### src/rtl/core/sfi_pkg.sv
// ----------------------------------------------------------------------------
// sfi_pkg
// Shared types and constants of the stream frame indexer: result record,
// front-to-queue emit bundle, status codes and frame layout constants.
// ----------------------------------------------------------------------------
package sfi_pkg;

    // frame layout
    localparam int HDR_LEN   = 16;
    localparam int HDR_IW    = $clog2(HDR_LEN);
    localparam int KEY_SKIP  = 1040;
    localparam int TAIL_LEN  = 1024;
    localparam logic [7:0] TYPE_KEY  = 8'hF2;
    localparam logic [7:0] TYPE_SKIP = 8'hF0;

    // result kinds
    localparam logic KIND_ENTRY = 1'b0;
    localparam logic KIND_FINAL = 1'b1;

    // final status codes
    localparam logic [1:0] ST_OK    = 2'd0;
    localparam logic [1:0] ST_NOKEY = 2'd1;
    localparam logic [1:0] ST_BAD   = 2'd2;
    localparam logic [1:0] ST_ABORT = 2'd3;

    // configuration register indexes
    localparam int CFG_IW = 1;
    localparam logic [CFG_IW-1:0] CFG_BEGIN_OFFSET  = 1'b0;
    localparam logic [CFG_IW-1:0] CFG_STREAM_LENGTH = 1'b1;

    // result queue geometry
    localparam int RQ_DEPTH = 4;
    localparam int RQ_AW    = $clog2(RQ_DEPTH);
    localparam int RQ_CW    = $clog2(RQ_DEPTH + 1);

    typedef struct packed {
        logic        kind;
        logic [31:0] position;
        logic [31:0] frame_time;
        logic [1:0]  status;
        logic [31:0] count;
        logic [31:0] first_time;
        logic [31:0] last_time;
        logic        last_of_run;
    } t_result;

    // what the parser hands to the queue for one byte
    typedef struct packed {
        logic    entry_v;
        logic    final_v;
        t_result entry;
        t_result fin;
    } t_emit;

endpackage

### src/rtl/core/sfi_front.sv
// ----------------------------------------------------------------------------
// sfi_front
// Byte parser: tracks file position, collects frame headers, classifies
// them and produces index entry and final status records.
// ----------------------------------------------------------------------------
module sfi_front (
    input  logic           i_clk,
    input  logic           i_rst_n,
    input  logic           i_valid,
    input  logic [7:0]     i_data_byte,
    input  logic           i_first_byte,
    input  logic           i_last_byte,
    input  logic           i_abort,
    input  logic [31:0]    i_begin_offset,
    input  logic [31:0]    i_stream_length,
    output sfi_pkg::t_emit o_emit
);
    import sfi_pkg::*;

    logic [31:0]       r_pos, n_pos;
    logic [31:0]       r_hs, n_hs;
    logic [31:0]       r_nfs, n_nfs;
    logic [HDR_IW-1:0] r_hidx, n_hidx;
    logic [31:0]       r_ent, n_ent;
    logic [31:0]       r_ear, n_ear;
    logic [31:0]       r_lat, n_lat;
    logic              r_fin, n_fin;
    logic [7:0]        r_hdr [HDR_LEN];

    logic [31:0]       e_pos, e_hs, e_nfs, e_ent, e_ear, e_lat;
    logic [HDR_IW-1:0] e_hidx;
    logic              e_fin;
    logic              al_frame, in_hdr, hdr_we, p_end, tail, code_ok;
    logic              entry_v, final_v, chk;
    logic [1:0]        fstat;
    logic [31:0]       tword;
    logic [15:0]       lenf;
    logic [32:0]       nxt;
    logic [33:0]       len34;

    // state as seen by this byte: a new file starts from cleared state
    always_comb begin
        e_pos  = i_first_byte ? i_begin_offset : r_pos;
        e_nfs  = i_first_byte ? i_begin_offset : r_nfs;
        e_hs   = i_first_byte ? '0 : r_hs;
        e_hidx = i_first_byte ? '0 : r_hidx;
        e_ent  = i_first_byte ? '0 : r_ent;
        e_ear  = i_first_byte ? '0 : r_ear;
        e_lat  = i_first_byte ? '0 : r_lat;
        e_fin  = i_first_byte ? 1'b0 : r_fin;
    end

    // header fields and end-of-data compares
    always_comb begin
        len34    = {2'b00, i_stream_length};
        al_frame = (e_hidx == '0) && (e_pos == e_nfs);
        in_hdr   = (e_hidx != '0) || (e_pos == e_nfs);
        p_end    = ({2'b00, e_pos} + 34'(HDR_LEN)) > len34;
        tail     = ({2'b00, e_hs} + 34'(TAIL_LEN)) > len34;
        code_ok  = (r_hdr[0] == 8'h00) && (r_hdr[1] == 8'h00) && (r_hdr[2] == 8'h01);
        tword    = {r_hdr[11], r_hdr[10], r_hdr[9], r_hdr[8]};
        lenf     = {r_hdr[7], r_hdr[6]};
    end

    // per-byte parse step
    always_comb begin
        n_pos   = r_pos;
        n_hs    = r_hs;
        n_nfs   = r_nfs;
        n_hidx  = r_hidx;
        n_ent   = r_ent;
        n_ear   = r_ear;
        n_lat   = r_lat;
        n_fin   = r_fin;
        entry_v = 1'b0;
        final_v = 1'b0;
        fstat   = ST_OK;
        hdr_we  = 1'b0;
        chk     = 1'b0;
        nxt     = '0;
        if (i_valid) begin
            n_pos  = e_pos;
            n_hs   = e_hs;
            n_nfs  = e_nfs;
            n_hidx = e_hidx;
            n_ent  = e_ent;
            n_ear  = e_ear;
            n_lat  = e_lat;
            n_fin  = e_fin;
            if (!e_fin) begin
                if (i_abort) begin
                    final_v = 1'b1;
                    fstat   = ST_ABORT;
                end else if (al_frame && p_end) begin
                    final_v = 1'b1;
                    fstat   = (e_ent != '0) ? ST_OK : ST_NOKEY;
                end else begin
                    if (in_hdr) begin
                        hdr_we = 1'b1;
                        n_hidx = e_hidx + HDR_IW'(1);
                        if (e_hidx == '0) begin
                            n_hs = e_pos;
                        end
                        // header complete on its last byte
                        if (e_hidx == HDR_IW'(HDR_LEN - 1)) begin
                            if (!code_ok) begin
                                final_v = 1'b1;
                                fstat   = tail ? ((e_ent != '0) ? ST_OK : ST_NOKEY)
                                               : ST_BAD;
                            end else if (r_hdr[3] == TYPE_KEY) begin
                                entry_v = 1'b1;
                                n_ear   = (e_ent == '0) ? tword : e_ear;
                                n_lat   = tword;
                                n_ent   = (e_ent == '1) ? e_ent : e_ent + 32'd1;
                                chk     = 1'b1;
                                nxt     = {1'b0, e_hs} + 33'(KEY_SKIP);
                            end else if (r_hdr[3] == TYPE_SKIP) begin
                                chk = 1'b1;
                                nxt = {1'b0, e_hs} + 33'(HDR_LEN) + {17'd0, lenf};
                            end else begin
                                final_v = 1'b1;
                                fstat   = ST_BAD;
                            end
                            if (chk) begin
                                if (({1'b0, nxt} + 34'(HDR_LEN)) > len34) begin
                                    final_v = 1'b1;
                                    fstat   = (n_ent != '0) ? ST_OK : ST_NOKEY;
                                end else begin
                                    n_nfs = nxt[31:0];
                                end
                            end
                        end
                    end
                    n_pos = e_pos + 32'd1;
                    if (!final_v && i_last_byte) begin
                        final_v = 1'b1;
                        fstat   = (n_ent != '0) ? ST_OK : ST_NOKEY;
                    end
                end
                if (final_v) begin
                    n_fin = 1'b1;
                end
            end
        end
    end

    // result records
    always_comb begin
        o_emit.entry_v                = entry_v;
        o_emit.final_v                = final_v;
        o_emit.entry.kind             = KIND_ENTRY;
        o_emit.entry.position         = e_hs;
        o_emit.entry.frame_time       = tword;
        o_emit.entry.status           = ST_OK;
        o_emit.entry.count            = n_ent;
        o_emit.entry.first_time       = '0;
        o_emit.entry.last_time        = '0;
        o_emit.entry.last_of_run      = !final_v;
        o_emit.fin.kind               = KIND_FINAL;
        o_emit.fin.position           = '0;
        o_emit.fin.frame_time         = '0;
        o_emit.fin.status             = fstat;
        o_emit.fin.count              = n_ent;
        o_emit.fin.first_time         = n_ear;
        o_emit.fin.last_time          = n_lat;
        o_emit.fin.last_of_run        = 1'b1;
    end

    // control state
    always_ff @(posedge i_clk) begin
        if (!i_rst_n) begin
            r_pos  <= '0;
            r_hs   <= '0;
            r_nfs  <= '0;
            r_hidx <= '0;
            r_ent  <= '0;
            r_ear  <= '0;
            r_lat  <= '0;
            r_fin  <= 1'b0;
        end else begin
            r_pos  <= n_pos;
            r_hs   <= n_hs;
            r_nfs  <= n_nfs;
            r_hidx <= n_hidx;
            r_ent  <= n_ent;
            r_ear  <= n_ear;
            r_lat  <= n_lat;
            r_fin  <= n_fin;
        end
    end

    // header byte capture
    always_ff @(posedge i_clk) begin
        if (hdr_we) begin
            r_hdr[e_hidx] <= i_data_byte;
        end
    end

endmodule

### src/rtl/core/sfi_rq.sv
// ----------------------------------------------------------------------------
// sfi_rq
// Result queue between parser and result port: takes up to two records a
// cycle, hands out one record a beat from its head.
// ----------------------------------------------------------------------------
module sfi_rq (
    input  logic             i_clk,
    input  logic             i_rst_n,
    input  sfi_pkg::t_emit   i_emit,
    input  logic             i_pop,
    output sfi_pkg::t_result o_head,
    output logic             o_empty,
    output logic             o_full
);
    import sfi_pkg::*;

    t_result          r_q [RQ_DEPTH];
    logic [RQ_AW-1:0] r_wp, n_wp;
    logic [RQ_AW-1:0] r_rp, n_rp;
    logic [RQ_CW-1:0] r_cnt, n_cnt;
    logic [RQ_AW-1:0] wp1;
    logic             w0, w1, pop;
    t_result          rec0;

    // compact the emit bundle into one or two consecutive slots
    always_comb begin
        w0   = i_emit.entry_v || i_emit.final_v;
        w1   = i_emit.entry_v && i_emit.final_v;
        rec0 = i_emit.entry_v ? i_emit.entry : i_emit.fin;
        wp1  = r_wp + RQ_AW'(1);
        pop  = i_pop && (r_cnt != '0);
        n_wp = r_wp + RQ_AW'(w0) + RQ_AW'(w1);
        n_rp = r_rp + RQ_AW'(pop);
        n_cnt = r_cnt + RQ_CW'(w0) + RQ_CW'(w1) - RQ_CW'(pop);
    end

    // head and flow control
    assign o_head  = r_q[r_rp];
    assign o_empty = (r_cnt == '0);
    assign o_full  = (r_cnt > RQ_CW'(RQ_DEPTH - 2));

    // pointers and fill count
    always_ff @(posedge i_clk) begin
        if (!i_rst_n) begin
            r_wp  <= '0;
            r_rp  <= '0;
            r_cnt <= '0;
        end else begin
            r_wp  <= n_wp;
            r_rp  <= n_rp;
            r_cnt <= n_cnt;
        end
    end

    // slot writes
    always_ff @(posedge i_clk) begin
        if (w0) begin
            r_q[r_wp] <= rec0;
        end
        if (w1) begin
            r_q[wp1] <= i_emit.fin;
        end
    end

endmodule

### src/rtl/core/stream_frame_indexer_unit.sv
// ----------------------------------------------------------------------------
// stream_frame_indexer_unit
// Key-frame indexer over a recorded stream file, one file byte per beat.
// ----------------------------------------------------------------------------
// The block takes one byte every cycle: push is held off only when the
// four-entry result queue has fewer than two free places, which happens
// only while the result side stalls. A result is registered into the queue
// and shows on the result ports once it reaches the queue head; results
// drain at one per cycle from the queue while pop is held high. The parser
// settles each byte combinationally (position compare, header capture, next
// frame start add and end compare). There is no clearing pass after reset.
// Configuration writes are always ready and take effect from the next byte.
module stream_frame_indexer_unit (
    input  logic                       i_clk,
    input  logic                       i_rst_n,
    input  logic                       push,
    output logic                       full,
    input  logic [7:0]                 i_data_byte,
    input  logic                       i_first_byte,
    input  logic                       i_last_byte,
    input  logic                       i_abort,
    output logic                       empty,
    input  logic                       pop,
    output logic                       o_result_kind,
    output logic [31:0]                o_frame_position,
    output logic [31:0]                o_frame_time,
    output logic [1:0]                 o_final_status,
    output logic [31:0]                o_entry_count,
    output logic [31:0]                o_first_time,
    output logic [31:0]                o_last_time,
    output logic                       o_last_of_run,
    input  logic                       i_cfg_valid,
    output logic                       o_cfg_ready,
    input  logic [sfi_pkg::CFG_IW-1:0] i_cfg_index,
    input  logic [31:0]                i_cfg_data
);
    import sfi_pkg::*;

    logic [31:0] r_begin_offset;
    logic [31:0] r_stream_length;
    logic        in_beat;
    t_emit       emit;
    t_result     head;

    // configuration registers
    assign o_cfg_ready = 1'b1;

    always_ff @(posedge i_clk) begin
        if (!i_rst_n) begin
            r_begin_offset  <= '0;
            r_stream_length <= '0;
        end else if (i_cfg_valid) begin
            case (i_cfg_index)
                CFG_BEGIN_OFFSET:  r_begin_offset  <= i_cfg_data;
                CFG_STREAM_LENGTH: r_stream_length <= i_cfg_data;
                default: ;
            endcase
        end
    end

    // input beat
    assign in_beat = push && !full;

    sfi_front u_front (
        .i_clk           (i_clk),
        .i_rst_n         (i_rst_n),
        .i_valid         (in_beat),
        .i_data_byte     (i_data_byte),
        .i_first_byte    (i_first_byte),
        .i_last_byte     (i_last_byte),
        .i_abort         (i_abort),
        .i_begin_offset  (r_begin_offset),
        .i_stream_length (r_stream_length),
        .o_emit          (emit)
    );

    sfi_rq u_rq (
        .i_clk   (i_clk),
        .i_rst_n (i_rst_n),
        .i_emit  (emit),
        .i_pop   (pop),
        .o_head  (head),
        .o_empty (empty),
        .o_full  (full)
    );

    // result ports
    assign o_result_kind    = head.kind;
    assign o_frame_position = head.position;
    assign o_frame_time     = head.frame_time;
    assign o_final_status   = head.status;
    assign o_entry_count    = head.count;
    assign o_first_time     = head.first_time;
    assign o_last_time      = head.last_time;
    assign o_last_of_run    = head.last_of_run;

`ifndef SYNTHESIS
    // a final status always closes the run of its byte
    a_final_closes_run: assert property (@(posedge i_clk) disable iff (!i_rst_n)
        (!empty && o_result_kind == KIND_FINAL) |-> o_last_of_run)
        else $error("final status without last_of_run");

    // index entries carry no status and no time summary
    a_entry_clean: assert property (@(posedge i_clk) disable iff (!i_rst_n)
        (!empty && o_result_kind == KIND_ENTRY) |->
        (o_final_status == ST_OK && o_first_time == 32'd0 && o_last_time == 32'd0))
        else $error("index entry with final fields set");

    // queue is empty right after reset
    a_empty_after_reset: assert property (@(posedge i_clk)
        $past(!i_rst_n) |-> (empty && !full))
        else $error("result queue not empty after reset");

    // an empty queue stays empty unless a byte beat is taken
    a_no_phantom: assert property (@(posedge i_clk) disable iff (!i_rst_n)
        (empty && !in_beat) |=> empty)
        else $error("result appeared without an input beat");
`endif

endmodule

### config.mk
export PLATFORM = sky130hd
export DESIGN_NAME = stream_frame_indexer_unit
export DESIGN_NICKNAME = d
export VERILOG_FILES = /design/src/rtl/core/sfi_pkg.sv /design/src/rtl/core/sfi_front.sv /design/src/rtl/core/sfi_rq.sv /design/src/rtl/core/stream_frame_indexer_unit.sv
export SDC_FILE = /design/constraint.sdc
export NUM_CORES = 2
export LEC_CHECK = 0
export BUFFER_PORTS_ARGS = -buffer_cell sky130_fd_sc_hd__buf_2
export CAP_MARGIN = 20
export CORE_MARGIN = 1
export CORE_UTILIZATION = 25
export DETAILED_ROUTE_END_ITERATION = 10
export PLACE_DENSITY = 0.49
export SYNTH_ARGS = -nofsm -noshare
export SYNTH_HDL_FRONTEND = slang
export SYNTH_SLANG_ARGS = --single-unit
### constraint.sdc
create_clock -name i_clk -period 31.1 [get_ports i_clk]
set_input_delay 4.665 -clock i_clk [delete_from_list [all_inputs] [get_ports i_clk]]
set_output_delay 4.665 -clock i_clk [all_outputs]
set_load 0.03 [all_outputs]
==> results.sh <==
export IMPL_drv_cap=0
export IMPL_cts_root_buffer="clkbuf_16"
export IMPL_hp_class="register to register"
export IMPL_final_area_mm2=0.0566
export IMPL_hpwl_um=123000
export IMPL_post_drt_wl_per_cell_um=24.0
export IMPL_worst_slew_pin_slew_ns=1.19
export IMPL_ios=216
export IMPL_final_util=0.291
export IMPL_dieHeight_um=445
export IMPL_dieArea_mm2=0.198
export IMPL_ctsLongestPathBuffers=3
export IMPL_rows=162
export IMPL_nets=4909
export IMPL_period_share=0.452
export IMPL_postCtsHoldBufs=0
export IMPL_p_per_area_mw_per_mm2=63.7
export IMPL_finalPower_uw=3610
export IMPL_final_hold_viol_count=0
export IMPL_antenna_found_initial=22
export IMPL_drt_iter0_markers=3575
export IMPL_post_cts_buffers=0
export IMPL_tns_ns=0
export IMPL_crit_fanout=56
export IMPL_synth_edf_count=472
export IMPL_cp_arrival_ns=14.44
export IMPL_drt_first_pass_iters=6
export IMPL_place_gp_congestion=0.945
export IMPL_p_leak_uw=0.0192
export IMPL_ys_types=103
export IMPL_grt_overflow_total=0
export IMPL_slew_headroom=0.207
export IMPL_dpl_cell_area_mm2=0.0528
export IMPL_track_usage=0.176
export IMPL_cp_common_cell="ha_1"
export IMPL_htree_levels=3
export IMPL_yosysTopAreaCell="edfxtp_1"
export IMPL_ys_seq_area_frac=0.505
export IMPL_drc=0
export IMPL_ys_warn_count=0
export IMPL_start_util=0.252
export IMPL_finalNonFillerCells=7454
export IMPL_yosysMostFrequentCell="nor2_1"
export IMPL_grt_pass1_wl_um=261000
export IMPL_die_w_um=445
export IMPL_insertion_delay_ns=0.79
export IMPL_register_area_mm2=0.0248
export IMPL_synth_area_leaders="edfxtp_1 (29%), dfxtp_1 (22%), mux4_2 (7.5%)"
export IMPL_syn_instance_count=4665
export IMPL_ff2ff_setup_slack_ns=20.84
export IMPL_ctsResizeCount=0
export IMPL_rsz0062_at_grt="false"
export IMPL_multi_input_area_mm2=0.0225
export IMPL_reg2reg_depth=31
export IMPL_grt_pass1_vias=36800
export IMPL_synth_main_ff_cell="dfxtp_1"
export IMPL_syn_area_mm2=0.0491
export IMPL_syn_nets=4847
export IMPL_synth_seq_cells=1004
export IMPL_startpoint_type="input port"
export IMPL_fp_coreArea_mm2=0.195
export IMPL_clock_sinks=1004
export IMPL_ant_nets=0
export IMPL_holdPathStages=2
export IMPL_clk_pin_slew_worst_paths_ns=0.06
export IMPL_syn_area_per_cell_um2=10.5
export IMPL_crit_slowest_cell="nor2b_1"
export IMPL_netlist_top_cells_count="nor2_1 (719), dfxtp_1 (532), edfxtp_1 (472)"
export IMPL_tritoncts="built"
export IMPL_vias_per_cell=5.08
export IMPL_layout_min_cycle_time_ns=14.06
export IMPL_crit_required_ns=31.48
export IMPL_ir_drop_mv=0.0739
export IMPL_areaGrowthSynthToFinish_pct=15.3
export IMPL_critPathCaptureType="register"
export IMPL_drive_gt1_frac=0.151
export IMPL_crit_type="input port to register"
export IMPL_grt_max_degree=161
export IMPL_synth_top_area_frac=0.288
export IMPL_fillers=20400
export IMPL_portBuffers=214
export IMPL_clock_skew_ns=0.0794
export IMPL_vias=37900
export IMPL_cts_buffers=110
export IMPL_setup_viol=0
export IMPL_slew_viol_final=0
export IMPL_routed_wl_um=179000
export IMPL_dp_cells=7238
export IMPL_async_flop_share=0
export IMPL_status="completed"
export IMPL_critPathMaxStageDelay_ns=0.71
export IMPL_fmax_mhz=71.1
power breakdown:
part	switching, uW	leakage, uW	internal (uW)
clock network	577	0.00184	793
logic	529	0.00894	225
registers	35.4	0.00844	1450
total	1140	0.0192	2470
worst max-delay path: cells and delay by family:
family	cells	cell delay (ns)
AND/OR/NAND/NOR	13	3.75
buffers and inverters	4	1.20
AO/OA/AOI/OAI	9	3.12
adder cells (fa/ha/maj)	5	1.45
XOR/XNOR	1	0.12
registers in the layout, summed over array words and instances, names as in the netlist:
name             flops
u_rq.r_q           656
u_front.r_hdr       80
r_begin_offset      32
r_stream_length     32
u_front.r_ear       32
u_front.r_ent       32
u_front.r_hs        32
u_front.r_lat       32
u_front.r_nfs       32
u_front.r_pos       32
u_front.r_hidx       4
u_rq.r_cnt           3
u_rq.r_rp            2
u_rq.r_wp            2
u_front.r_fin        1
layer usage:
metal / vias up / track usage / part of all wire
li1: 17300 / - / -
met1: 19000 / 0.235 / 0.44
met2: 1244 / 0.292 / 0.48
met3: 235 / 0.0259 / 0.057
met4: 26 / 0.0536 / 0.029
met5: - / 0 / 0.00087
final cells by class:
| class | instances | area share |
|---|---|---|
| Timing Repair Buffer | 298 | 0.0312 |
| Clock inverter | 47 | 0.0115 |
| Multi-Input combinational cell | 3204 | 0.398 |
| Inverter | 109 | 0.00753 |
| Tap cell | 2624 | 0.0580 |
| Antenna cell | 5 | 0.000221 |
| Sequential cell | 1004 | 0.438 |
| Clock buffer | 163 | 0.0557 |
layout by cell type, fill, tap and decap left out, types with 18 or more instances in the layout:
cell type  Yosys  routed
nor2_1       719     711
dfxtp_1      532     530
edfxtp_1     472     472
nand2_1      372     371
a22o_1       249     249
buf_2         65     213
a21oi_1      191     191
nand3_1      166     165
mux4_2       164     164
ha_1         129     129
o21ai_0      126     125
xnor2_1      119     119
clkbuf_16      0     113
a22oi_1      106     106
inv_1         98      95
xor2_1        82      82
buf_4          5      80
nor3_1        78      76
nand4_1       63      63
nor4_1        59      57
and2_1        44      44
nor2b_1       48      44
a31oi_1       38      38
mux2i_1       37      37
clkbuf_1     226      36
and3_1        33      33
a21o_1        24      24
a32oi_1       24      24
or4_1         20      20
nand2b_1      19      18
final timing paths:
path / from / end
setup / recovery: i_first_byte / u_rq.r_q[3][52]
hold / removal: u_rq.r_q[3][0] / u_rq.r_q[3][0]
setup reg to reg: u_front.r_hs[1] / u_rq.r_q[3][52]
hold reg to reg: u_rq.r_q[3][0] / u_rq.r_q[3][0]
kinds of logic after synthesis:
family | after synthesis | share of synthesized area
adders and majority gates | 137 | 0.0353
muxes | 212 | 0.0852
buffers and inverters | 457 | 0.0397
and+or+nand+nor | 1719 | 0.162
DFF | 1004 | 0.505
xor gates and xnor gates | 201 | 0.0358
AOI/OAI and AO/OA | 934 | 0.136
other | 1 | 0.0000763
per-stage QoR:
| stage | hold slack [ns] | setup slack [ns] |
|---|---|---|
| 6_report | 0.447 | 17.04 |
| 5_1_grt | 0.469 | 16.40 |
| 4_1_cts | 0.451 | 17.22 |
| 3_5_place_dp | 0.442 | 16.43 |
| 3_3_place_gp | 0.436 | 16.35 |
| 2_1_floorplan | 0.419 | 16.32 |
(Power assumes the default switching activity.)
